File: src/design/lbp_pkg.sv
// Shared types, codes and constants for the level-band pump PWM controller.
// No dependencies; imported by every module of the block.
`default_nettype none

package lbp_pkg;

  // Field widths
  localparam int unsigned ADC_W   = 12;
  localparam int unsigned LEVEL_W = 8;
  localparam int unsigned DUTY_W  = 7;
  localparam int unsigned LIMIT_W = 8;
  localparam int unsigned CFG_IDX_W = 1;

  // Item codes
  localparam logic CMD_SAMPLE = 1'b0;
  localparam logic CMD_TICK   = 1'b1;

  // Register indexes
  localparam logic [CFG_IDX_W-1:0] REG_LOW_LIMIT  = 1'b0;
  localparam logic [CFG_IDX_W-1:0] REG_HIGH_LIMIT = 1'b1;

  // Duty codes
  localparam logic [DUTY_W-1:0] DUTY_OFF   = 7'd0;
  localparam logic [DUTY_W-1:0] DUTY_RESET = 7'd10;
  localparam logic [DUTY_W-1:0] DUTY_LOW   = 7'd26;
  localparam logic [DUTY_W-1:0] DUTY_MID   = 7'd43;
  localparam logic [DUTY_W-1:0] DUTY_FULL  = 7'd100;

  // Reset values
  localparam logic [LIMIT_W-1:0] LOW_LIMIT_RST  = 8'd50;
  localparam logic [LIMIT_W-1:0] HIGH_LIMIT_RST = 8'd150;

  localparam int unsigned PWM_PERIOD_DEF = 100;

  // level = floor(adc * 1023 / 20475) = floor(adc * 341 / 6825),
  // done as floor(adc * 341 * ceil(2^36 / 6825) / 2^36); exact over 12-bit adc.
  localparam longint unsigned LevelNum   = 64'd341;
  localparam longint unsigned LevelDen   = 64'd6825;
  localparam int unsigned     LEVEL_SHIFT = 36;
  localparam longint unsigned LevelRecip =
    ((64'd1 << LEVEL_SHIFT) + LevelDen - 64'd1) / LevelDen;
  localparam logic [31:0]     LEVEL_MULT = 32'(LevelNum * LevelRecip);
  localparam int unsigned     LEVEL_PROD_W = ADC_W + 32;

  // Reverse-zone thresholds in thousandths of a level unit
  localparam int unsigned REV_W = 18;
  localparam logic [REV_W-1:0] REV_P70_SCALE  = 18'd300;
  localparam logic [REV_W-1:0] REV_P70_OFFSET = 18'd143290;
  localparam logic [REV_W-1:0] REV_P90_SCALE  = 18'd100;
  localparam logic [REV_W-1:0] REV_P90_OFFSET = 18'd184230;
  localparam logic [REV_W-1:0] LEVEL_MILLI    = 18'd1000;

  typedef struct packed {
    logic             cmd;
    logic [ADC_W-1:0] adc_sample;
  } in_item_t;

  typedef struct packed {
    logic               pwm_drive;
    logic               pump_reverse;
    logic [DUTY_W-1:0]  duty_percent;
    logic [LEVEL_W-1:0] level_value;
  } out_item_t;

  // Zone decision for one level
  typedef struct packed {
    logic              set_dir;
    logic              reverse;
    logic [DUTY_W-1:0] duty;
  } zone_t;

endpackage

`default_nettype wire

File: src/design/level_band_pump_pwm_controller.sv
// Top level of the level-band pump PWM controller: registers, handshakes, state.
// Depends on lbp_pkg, lbp_level_scale, lbp_zone_decode and lbp_pwm_step.
`default_nettype none

// Channel  Direction  Handshake               Word
// -------  ---------  ----------------------  ---------------------------------
// in       sink       in_valid_i / in_ready_o  in_item_t  (cmd, adc_sample)
// out      source     out_valid_o/out_ready_i  out_item_t (pin, dir, duty, level)
// cfg      sink       cfg_valid_i/cfg_ready_o  cfg_index_i, cfg_data_i
//
// One word is taken per cycle while the input side is not stalled. A word sits
// in the input register, then its result is loaded into the output register.
// Reset loads duty 10, phase 0, pin high, direction reverse, level 0 and the
// limits 50 and 150. A stalled output holds the input register, which still
// takes one more word; the input side stalls only when both are full.
// Configuration is always ready and takes effect in the next cycle.

module level_band_pump_pwm_controller
  import lbp_pkg::*;
#(
  parameter int unsigned PWM_PERIOD = PWM_PERIOD_DEF
) (
  input  wire logic                 clk_i,
  input  wire logic                 rst_ni,

  input  wire logic                 in_valid_i,
  output logic                      in_ready_o,
  input  wire in_item_t             in_item_i,

  output logic                      out_valid_o,
  input  wire logic                 out_ready_i,
  output out_item_t                 out_item_o,

  input  wire logic                 cfg_valid_i,
  output logic                      cfg_ready_o,
  input  wire logic [CFG_IDX_W-1:0] cfg_index_i,
  input  wire logic [LIMIT_W-1:0]   cfg_data_i
);

  localparam int unsigned CNT_W = $clog2(PWM_PERIOD);

  // Input register
  logic     s1_valid_q;
  in_item_t s1_item_q;

  // Output register
  logic      out_valid_q;
  out_item_t out_item_q;

  // Controller state
  logic [LIMIT_W-1:0] low_q,   low_d;
  logic [LIMIT_W-1:0] high_q,  high_d;
  logic [DUTY_W-1:0]  duty_q,  duty_d;
  logic [CNT_W-1:0]   cnt_q,   cnt_d;
  logic               pwm_q,   pwm_d;
  logic               dir_q,   dir_d;
  logic [LEVEL_W-1:0] level_q, level_d;

  logic               out_space;
  logic               s1_fire;
  logic               in_fire;
  logic [LEVEL_W-1:0] level_new;
  zone_t              zone;
  logic [CNT_W-1:0]   cnt_tick;
  logic               pin_tick;

  assign out_space   = !out_valid_q || out_ready_i;
  assign s1_fire     = s1_valid_q && out_space;
  assign in_ready_o  = !s1_valid_q || out_space;
  assign in_fire     = in_valid_i && in_ready_o;
  assign out_valid_o = out_valid_q;
  assign out_item_o  = out_item_q;
  assign cfg_ready_o = 1'b1;

  lbp_level_scale u_scale (
    .adc_i   (s1_item_q.adc_sample),
    .level_o (level_new)
  );

  lbp_zone_decode u_zone (
    .level_i      (level_new),
    .low_limit_i  (low_q),
    .high_limit_i (high_q),
    .zone_o       (zone)
  );

  lbp_pwm_step #(
    .PWM_PERIOD (PWM_PERIOD),
    .CNT_W      (CNT_W)
  ) u_pwm (
    .duty_i (duty_q),
    .cnt_i  (cnt_q),
    .pin_i  (pwm_q),
    .cnt_o  (cnt_tick),
    .pin_o  (pin_tick)
  );

  // Next state: a sample moves level, duty and direction; a tick moves the PWM
  always_comb begin
    duty_d  = duty_q;
    cnt_d   = cnt_q;
    pwm_d   = pwm_q;
    dir_d   = dir_q;
    level_d = level_q;
    if (s1_fire) begin
      unique case (s1_item_q.cmd)
        CMD_SAMPLE: begin
          level_d = level_new;
          duty_d  = zone.duty;
          if (zone.set_dir) begin
            dir_d = zone.reverse;
          end
        end
        CMD_TICK: begin
          cnt_d = cnt_tick;
          pwm_d = pin_tick;
        end
        default: begin
        end
      endcase
    end
  end

  // Configuration writes; an unknown index is dropped
  always_comb begin
    low_d  = low_q;
    high_d = high_q;
    if (cfg_valid_i) begin
      unique case (cfg_index_i)
        REG_LOW_LIMIT:  low_d  = cfg_data_i;
        REG_HIGH_LIMIT: high_d = cfg_data_i;
        default: begin
        end
      endcase
    end
  end

  always_ff @(posedge clk_i or negedge rst_ni) begin
    if (!rst_ni) begin
      s1_valid_q  <= 1'b0;
      out_valid_q <= 1'b0;
      low_q       <= LOW_LIMIT_RST;
      high_q      <= HIGH_LIMIT_RST;
      duty_q      <= DUTY_RESET;
      cnt_q       <= '0;
      pwm_q       <= 1'b1;
      dir_q       <= 1'b1;
      level_q     <= '0;
    end else begin
      // Hold the input register while the output is stalled
      if (in_ready_o) begin
        s1_valid_q <= in_fire;
      end
      if (out_space) begin
        out_valid_q <= s1_valid_q;
      end
      low_q   <= low_d;
      high_q  <= high_d;
      duty_q  <= duty_d;
      cnt_q   <= cnt_d;
      pwm_q   <= pwm_d;
      dir_q   <= dir_d;
      level_q <= level_d;
    end
  end

  // Payload registers, no reset
  always_ff @(posedge clk_i) begin
    if (in_fire) begin
      s1_item_q <= in_item_i;
    end
    if (s1_fire) begin
      out_item_q.pwm_drive    <= pwm_d;
      out_item_q.pump_reverse <= dir_d;
      out_item_q.duty_percent <= duty_d;
      out_item_q.level_value  <= level_d;
    end
  end

  // A word held in the input register stays put while the output stalls
  a_s1_hold: assert property (@(posedge clk_i) disable iff (!rst_ni)
    (s1_valid_q && !out_space) |=> (s1_valid_q && $stable(s1_item_q)))
    else $error("input register lost or changed a stalled word");

  // Every word leaving the input register lands in the output register
  a_s1_to_out: assert property (@(posedge clk_i) disable iff (!rst_ni)
    s1_fire |=> out_valid_q)
    else $error("result of a word was not loaded");

  // Duty only ever takes one of its defined codes
  a_duty_code: assert property (@(posedge clk_i) disable iff (!rst_ni)
    (duty_q == DUTY_OFF) || (duty_q == DUTY_RESET) || (duty_q == DUTY_LOW) ||
    (duty_q == DUTY_MID) || (duty_q == DUTY_FULL))
    else $error("duty register holds an undefined code");

  // A tick at full duty drives the pin low and leaves the phase alone
  a_full_tick: assert property (@(posedge clk_i) disable iff (!rst_ni)
    (s1_fire && (s1_item_q.cmd == CMD_TICK) && (duty_q == DUTY_FULL))
      |=> (!pwm_q && $stable(cnt_q)))
    else $error("full-duty tick did not hold the pin low");

  // The phase counter never reaches the period
  a_cnt_range: assert property (@(posedge clk_i) disable iff (!rst_ni)
    ((CNT_W+1)'(cnt_q) < (CNT_W+1)'(PWM_PERIOD)))
    else $error("phase counter out of range");

endmodule

`default_nettype wire

File: src/design/lbp_level_scale.sv
// Scales a 12-bit ADC word to level units by reciprocal multiplication.
// Depends on lbp_pkg.
`default_nettype none

module lbp_level_scale
  import lbp_pkg::*;
(
  input  wire logic [ADC_W-1:0]   adc_i,
  output logic      [LEVEL_W-1:0] level_o
);

  logic [LEVEL_PROD_W-1:0] prod;

  assign prod    = LEVEL_PROD_W'(adc_i) * LEVEL_PROD_W'(LEVEL_MULT);
  assign level_o = prod[LEVEL_SHIFT +: LEVEL_W];

endmodule

`default_nettype wire

File: src/design/lbp_zone_decode.sv
// Picks pump direction and duty from a level and the two limits.
// Depends on lbp_pkg.
`default_nettype none

module lbp_zone_decode
  import lbp_pkg::*;
(
  input  wire logic [LEVEL_W-1:0] level_i,
  input  wire logic [LIMIT_W-1:0] low_limit_i,
  input  wire logic [LIMIT_W-1:0] high_limit_i,
  output zone_t                   zone_o
);

  localparam int unsigned FWD_W = LEVEL_W + 4;

  logic [FWD_W-1:0] level_x10;
  logic [FWD_W-1:0] low_x1;
  logic [FWD_W-1:0] low_x3;
  logic [REV_W-1:0] level_milli;
  logic [REV_W-1:0] rev_p70;
  logic [REV_W-1:0] rev_p90;

  assign level_x10   = FWD_W'(level_i) * FWD_W'(10);
  assign low_x1      = FWD_W'(low_limit_i);
  assign low_x3      = FWD_W'(low_limit_i) * FWD_W'(3);
  assign level_milli = REV_W'(level_i) * LEVEL_MILLI;
  assign rev_p70     = REV_W'(high_limit_i) * REV_P70_SCALE + REV_P70_OFFSET;
  assign rev_p90     = REV_W'(high_limit_i) * REV_P90_SCALE + REV_P90_OFFSET;

  // Forward test wins when the limits are crossed
  always_comb begin
    zone_o = '{set_dir: 1'b0, reverse: 1'b0, duty: DUTY_OFF};
    priority if (level_i < low_limit_i) begin
      zone_o.set_dir = 1'b1;
      zone_o.reverse = 1'b0;
      priority if (level_x10 < low_x1) zone_o.duty = DUTY_FULL;
      else if (level_x10 < low_x3)     zone_o.duty = DUTY_MID;
      else                             zone_o.duty = DUTY_LOW;
    end else if (level_i > high_limit_i) begin
      zone_o.set_dir = 1'b1;
      zone_o.reverse = 1'b1;
      priority if (level_milli < rev_p70) zone_o.duty = DUTY_LOW;
      else if (level_milli < rev_p90)     zone_o.duty = DUTY_MID;
      else                                zone_o.duty = DUTY_FULL;
    end else begin
      zone_o.duty = DUTY_OFF;
    end
  end

endmodule

`default_nettype wire

File: src/design/lbp_pwm_step.sv
// Next phase count and pin level of the active-low PWM for one tick.
// Depends on lbp_pkg.
`default_nettype none

module lbp_pwm_step
  import lbp_pkg::*;
#(
  parameter int unsigned PWM_PERIOD = PWM_PERIOD_DEF,
  parameter int unsigned CNT_W      = $clog2(PWM_PERIOD)
) (
  input  wire logic [DUTY_W-1:0] duty_i,
  input  wire logic [CNT_W-1:0]  cnt_i,
  input  wire logic              pin_i,
  output logic      [CNT_W-1:0]  cnt_o,
  output logic                   pin_o
);

  localparam int unsigned CMP_W = ((CNT_W > DUTY_W) ? CNT_W : DUTY_W) + 1;

  logic [CNT_W:0]     cnt_inc;
  logic [CNT_W-1:0]   cnt_wrap;
  logic [CMP_W-1:0]   cnt_cmp;
  logic [CMP_W-1:0]   duty_end;

  assign cnt_inc  = {1'b0, cnt_i} + (CNT_W+1)'(1);
  assign cnt_wrap = (cnt_inc >= (CNT_W+1)'(PWM_PERIOD)) ? '0 : cnt_inc[CNT_W-1:0];
  assign cnt_cmp  = CMP_W'(cnt_wrap);
  assign duty_end = CMP_W'(duty_i) + CMP_W'(1);

  // Fully off and fully on hold the counter
  always_comb begin
    cnt_o = cnt_i;
    pin_o = pin_i;
    priority if (duty_i == DUTY_OFF) begin
      pin_o = 1'b1;
    end else if (duty_i == DUTY_FULL) begin
      pin_o = 1'b0;
    end else begin
      cnt_o = cnt_wrap;
      priority if (cnt_cmp == CMP_W'(1)) pin_o = 1'b0;
      else if (cnt_cmp == duty_end)      pin_o = 1'b1;
      else                               pin_o = pin_i;
    end
  end

endmodule

`default_nettype wire
File: config.mk
export PLATFORM = sky130hd
export DESIGN_NAME = level_band_pump_pwm_controller
export DESIGN_NICKNAME = d
export VERILOG_FILES = /design/src/design/lbp_pkg.sv /design/src/design/level_band_pump_pwm_controller.sv /design/src/design/lbp_level_scale.sv /design/src/design/lbp_zone_decode.sv /design/src/design/lbp_pwm_step.sv
export SDC_FILE = /design/constraint.sdc
export NUM_CORES = 1
export LEC_CHECK = 0
export BUFFER_PORTS_ARGS = -buffer_cell sky130_fd_sc_hd__buf_2
export CAP_MARGIN = 20
export CORE_MARGIN = 2
export CORE_UTILIZATION = 51
export CTS_CLUSTER_DIAMETER = 50
export DETAILED_ROUTE_END_ITERATION = 12
export GPL_ROUTABILITY_DRIVEN = 0
export MAX_ROUTING_LAYER = met4
export PLACE_DENSITY = 0.7
export SLEW_MARGIN = 25
export SYNTH_ARGS = -nofsm -noshare
export SYNTH_HDL_FRONTEND = slang
export SYNTH_SLANG_ARGS = --single-unit
File: constraint.sdc
create_clock -name clk_i -period 10.4 [get_ports clk_i]
set_clock_uncertainty 0.1 [all_clocks]
set_input_delay 2.6 -clock clk_i [delete_from_list [all_inputs] [get_ports clk_i]]
set_output_delay 2.6 -clock clk_i [all_outputs]
set_load 0.01 [all_outputs]
==> metrics.md <==
| Metric | Value |
|---|---|
| Synth warn | 0 |
| Relative slew slack | 39.1% |
| Crit. End Element | flip-flop |
| Mean post-synth cell area | 9.31 µm² |
| CP arrival | 10,470 ps |
| Fraction of registers with async set/reset | 58.3% |
| Worst-Margin Slew | 899 ps |
| CP Launch Type | flip-flop |
| DP Area | 13,600 µm² |
| Average routed wire per standard cell | 16.3 µm |
| Std-Cell Rows | 57 |
| Largest net degree at the start of global routing | 43 |
| Commonest non-fill, non-tap cell in the layout | ha_1 |
| Layout Nets | 1,893 |
| Ports | 47 |
| Syn nets | 1,759 |
| Longest Clk Path Bufs | 2 |
| Synth cell types | 66 |
| Post-layout util | 60.2% |
| All-Layer GR Usage | 23.9% |
| Clock transition at path regs | 60 ps |
| Via count | 9,828 |
| DIE HEIGHT | 160 µm |
| CTS tree | built |
| Share of layout cells above drive strength 1 | 18.3% |
| Vias in the first global route | 9,799 |
| Slowest-stage cell, CP | fa_1 |
| DRC | 0 |
| Most used cell, CP | fa_1 |
| Req. time, crit path | 10,500 ps |
| Outcome | completed |
| Die Wd | 160 µm |
| Worst slack, placed | -247 ps |
| Die area | 25,800 µm² |
| Routed wire length | 29,400 µm |
| Multi-input logic area | 10,000 µm² |
| Max cap viols | 0 |
| Top FF cell, synth | dfrtp_1 |
| Pre-antenna DRT Iters | 5 |
| Synth Instances | 1,342 |
| Mapped cell area | 12,500 µm² |
| Slew Limit Fails | 0 |
| Port bufs | 45 |
| EDFF count, synth | 30 |
| Post-Route Setup TNS | 0 ps |
| Final hold violations | 0 |
| Hpwl dp | 24,100 µm |
| Detailed Route Iter0 Violations | 437 |
| Commonest non-fill, non-tap cells in the layout | 267 x ha_1, 231 x inv_1, 99 x fa_1 |
| Fin worst setup slack | 31.6 ps |
| Area growth syn-to-layout | 16.5% |
| Core Region | 24,200 µm² |
| Post-synthesis sequential area ratio | 15.7% |
| Fin crit period | 10,370 ps |
| CTS Buf Count | 9 |
| Register bit total from synthesis | 72 |
| RSZ-0062 raised after global routing | true |
| Achievable clock frequency | 96.4 MHz |
| Diode count | 0 |
| H-tree depth | 3 |
| Sequential cell area | 1970 µm² |
| Initial Util | 51.7% |
| CP bufs+invs | 6 |
| # setup viols final | 0 |
| ANT nets after route | 0 |
| Design area | 14,600 µm² |
| Critical-path maximum fanout | 5 |
| Hold crit path type | reg -> reg |
| Global-route wire length before repair | 48,300 µm |
| CP top delay family | adder cells |
| Initial antenna violation count | 0 |
| Vias/cell | 5.44 |
| Worst-skew pair later-pin latency | 340 ps |
| Max incr delay on CP | 560 ps |
| Crit path kind | reg -> reg |
| CTS sink count | 72 |
| FILL cells | 1,946 |
| Clk root buf | clkbuf_16 |
| Crit share post-route | 99.7% |
| Total gr overflow | 0 |
-- logic make-up (layout without fill, tap and decap cells) --
family | Yosys count | after routing | share of synthesized area [%]
adder cells (fa/ha/maj) | 390 | 390 | 45.3
AND/OR/NAND/NOR | 279 | 279 | 11.2
buffers and inverters | 259 | 398 | 7.84
AO/OA/AOI/OAI | 255 | 255 | 13.6
XOR/XNOR | 73 | 73 | 5.12
flip-flops | 72 | 72 | 15.7
multiplexers | 13 | 13 | 1.16
other | 1 | 1 | 0.0300
-- worst paths after layout --
| kind | startpoint | end | slack (ps) | depth (start not counted) |
|---|---|---|---|---|
| max in group asynchronous | rst_ni | low_q[7]$_DFFE_PN0P_ | 7640 | 1 |
| worst min register to register | level_q[6]$_DFF_PN0_ | level_q[6]$_DFF_PN0_ | 390 | 2 |
| min in group asynchronous | rst_ni | cnt_q[4]$_DFFE_PN0P_ | 2150 | 1 |
| worst min-delay path | level_q[6]$_DFF_PN0_ | level_q[6]$_DFF_PN0_ | 390 | 2 |
| worst max register to register | s1_item_q[6]$_DFFE_PP_ | out_item_o[10]$_DFFE_PP_ | 30 | 38 |
| worst max-delay path | s1_item_q[6]$_DFFE_PP_ | out_item_o[10]$_DFFE_PP_ | 30 | 38 |
-- worst register-to-register path, delay by kind of cell (launching register included) --
family	cells	cell delay (ps)
AND/OR/NAND/NOR	7	1690
XOR/XNOR	2	270
adder cells (fa/ha/maj)	12	4730
flip-flops	1	460
buffers and inverters	6	580
AO/OA/AOI/OAI	11	2390
-- cells in the mapped netlist, drive strengths merged, types with 4 or more instances --
| cell | n | area (µm²) |
|---|---|---|
| a211oi | 14 | 110 |
| a211o | 8 | 70.1 |
| fa | 103 | 2060 |
| o211ai | 11 | 82.6 |
| a21oi | 63 | 319 |
| and2 | 10 | 62.6 |
| xnor2 | 41 | 359 |
| nor3 | 15 | 75.1 |
| dfstp | 11 | 289 |
| nor2 | 62 | 233 |
| clkbuf | 10 | 37.5 |
| inv | 247 | 927 |
| nand3b | 7 | 52.6 |
| o21ai | 55 | 275 |
| and3 | 10 | 62.6 |
| o21bai | 7 | 52.6 |
| o21a | 14 | 105 |
| o31ai | 13 | 103 |
| nor2b | 20 | 125 |
| a21o | 29 | 218 |
| ha | 287 | 3590 |
| nor4 | 7 | 43.8 |
| o2111ai | 6 | 52.6 |
| or2 | 8 | 50.1 |
| nand3 | 26 | 130 |
| dfrtp | 31 | 776 |
| nand2 | 70 | 263 |
| xor2 | 32 | 280 |
| nand2b | 16 | 100 |
| a31oi | 6 | 37.5 |
| nand4 | 11 | 68.8 |
| nor3b | 4 | 30.0 |
| mux2 | 12 | 135 |
| edfxtp | 30 | 901 |
-- state kept, by name, indices dropped and copies added (netlist names), 7 cells and up --
signal      flops
low_q           8
cnt_q           7
out_item_o     17
level_q         8
high_q          8
s1_item_q      13
duty_q          7
-- cell type report --
cell class                 instances  area share, %
timing repair buffer             135           6.39
clock inverter                     5          0.232
inverter                         247           6.37
tap                              324           2.79
sequential                        72           13.5
clock buffer                      11           1.67
multi-input combinational       1011           69.1
-- per-layer routing --
layer | track usage [%] | vias to the layer above | part of all wire (%)
li1 | - | 4882 | -
met1 | 32.5 | 4706 | 47
met2 | 38.4 | 200 | 47
met3 | 3.38 | 40 | 4.5
met4 | 4.55 | 0 | 1.6
met5 | - | - | 0
-- metrics by stage --
stage          cells  hold slack [ps]
2_1_floorplan   1342              351
3_3_place_gp    1771              375
3_5_place_dp    1771              381
4_1_cts         1795              395
5_1_grt         1805              423
6_report        1805              392
-- what timing repair did --
action                     in CTS  in global routing
resized for setup              35                 66
buffers inserted                8                 12
hold buffers                    0                  0
setup endpoints to repair      14                 14
cloned                          0                  0
pin swaps                      35                 71
Power is not shown: default switching activity piles up to over one toggle a cycle in this logic, so the estimate is an artifact.
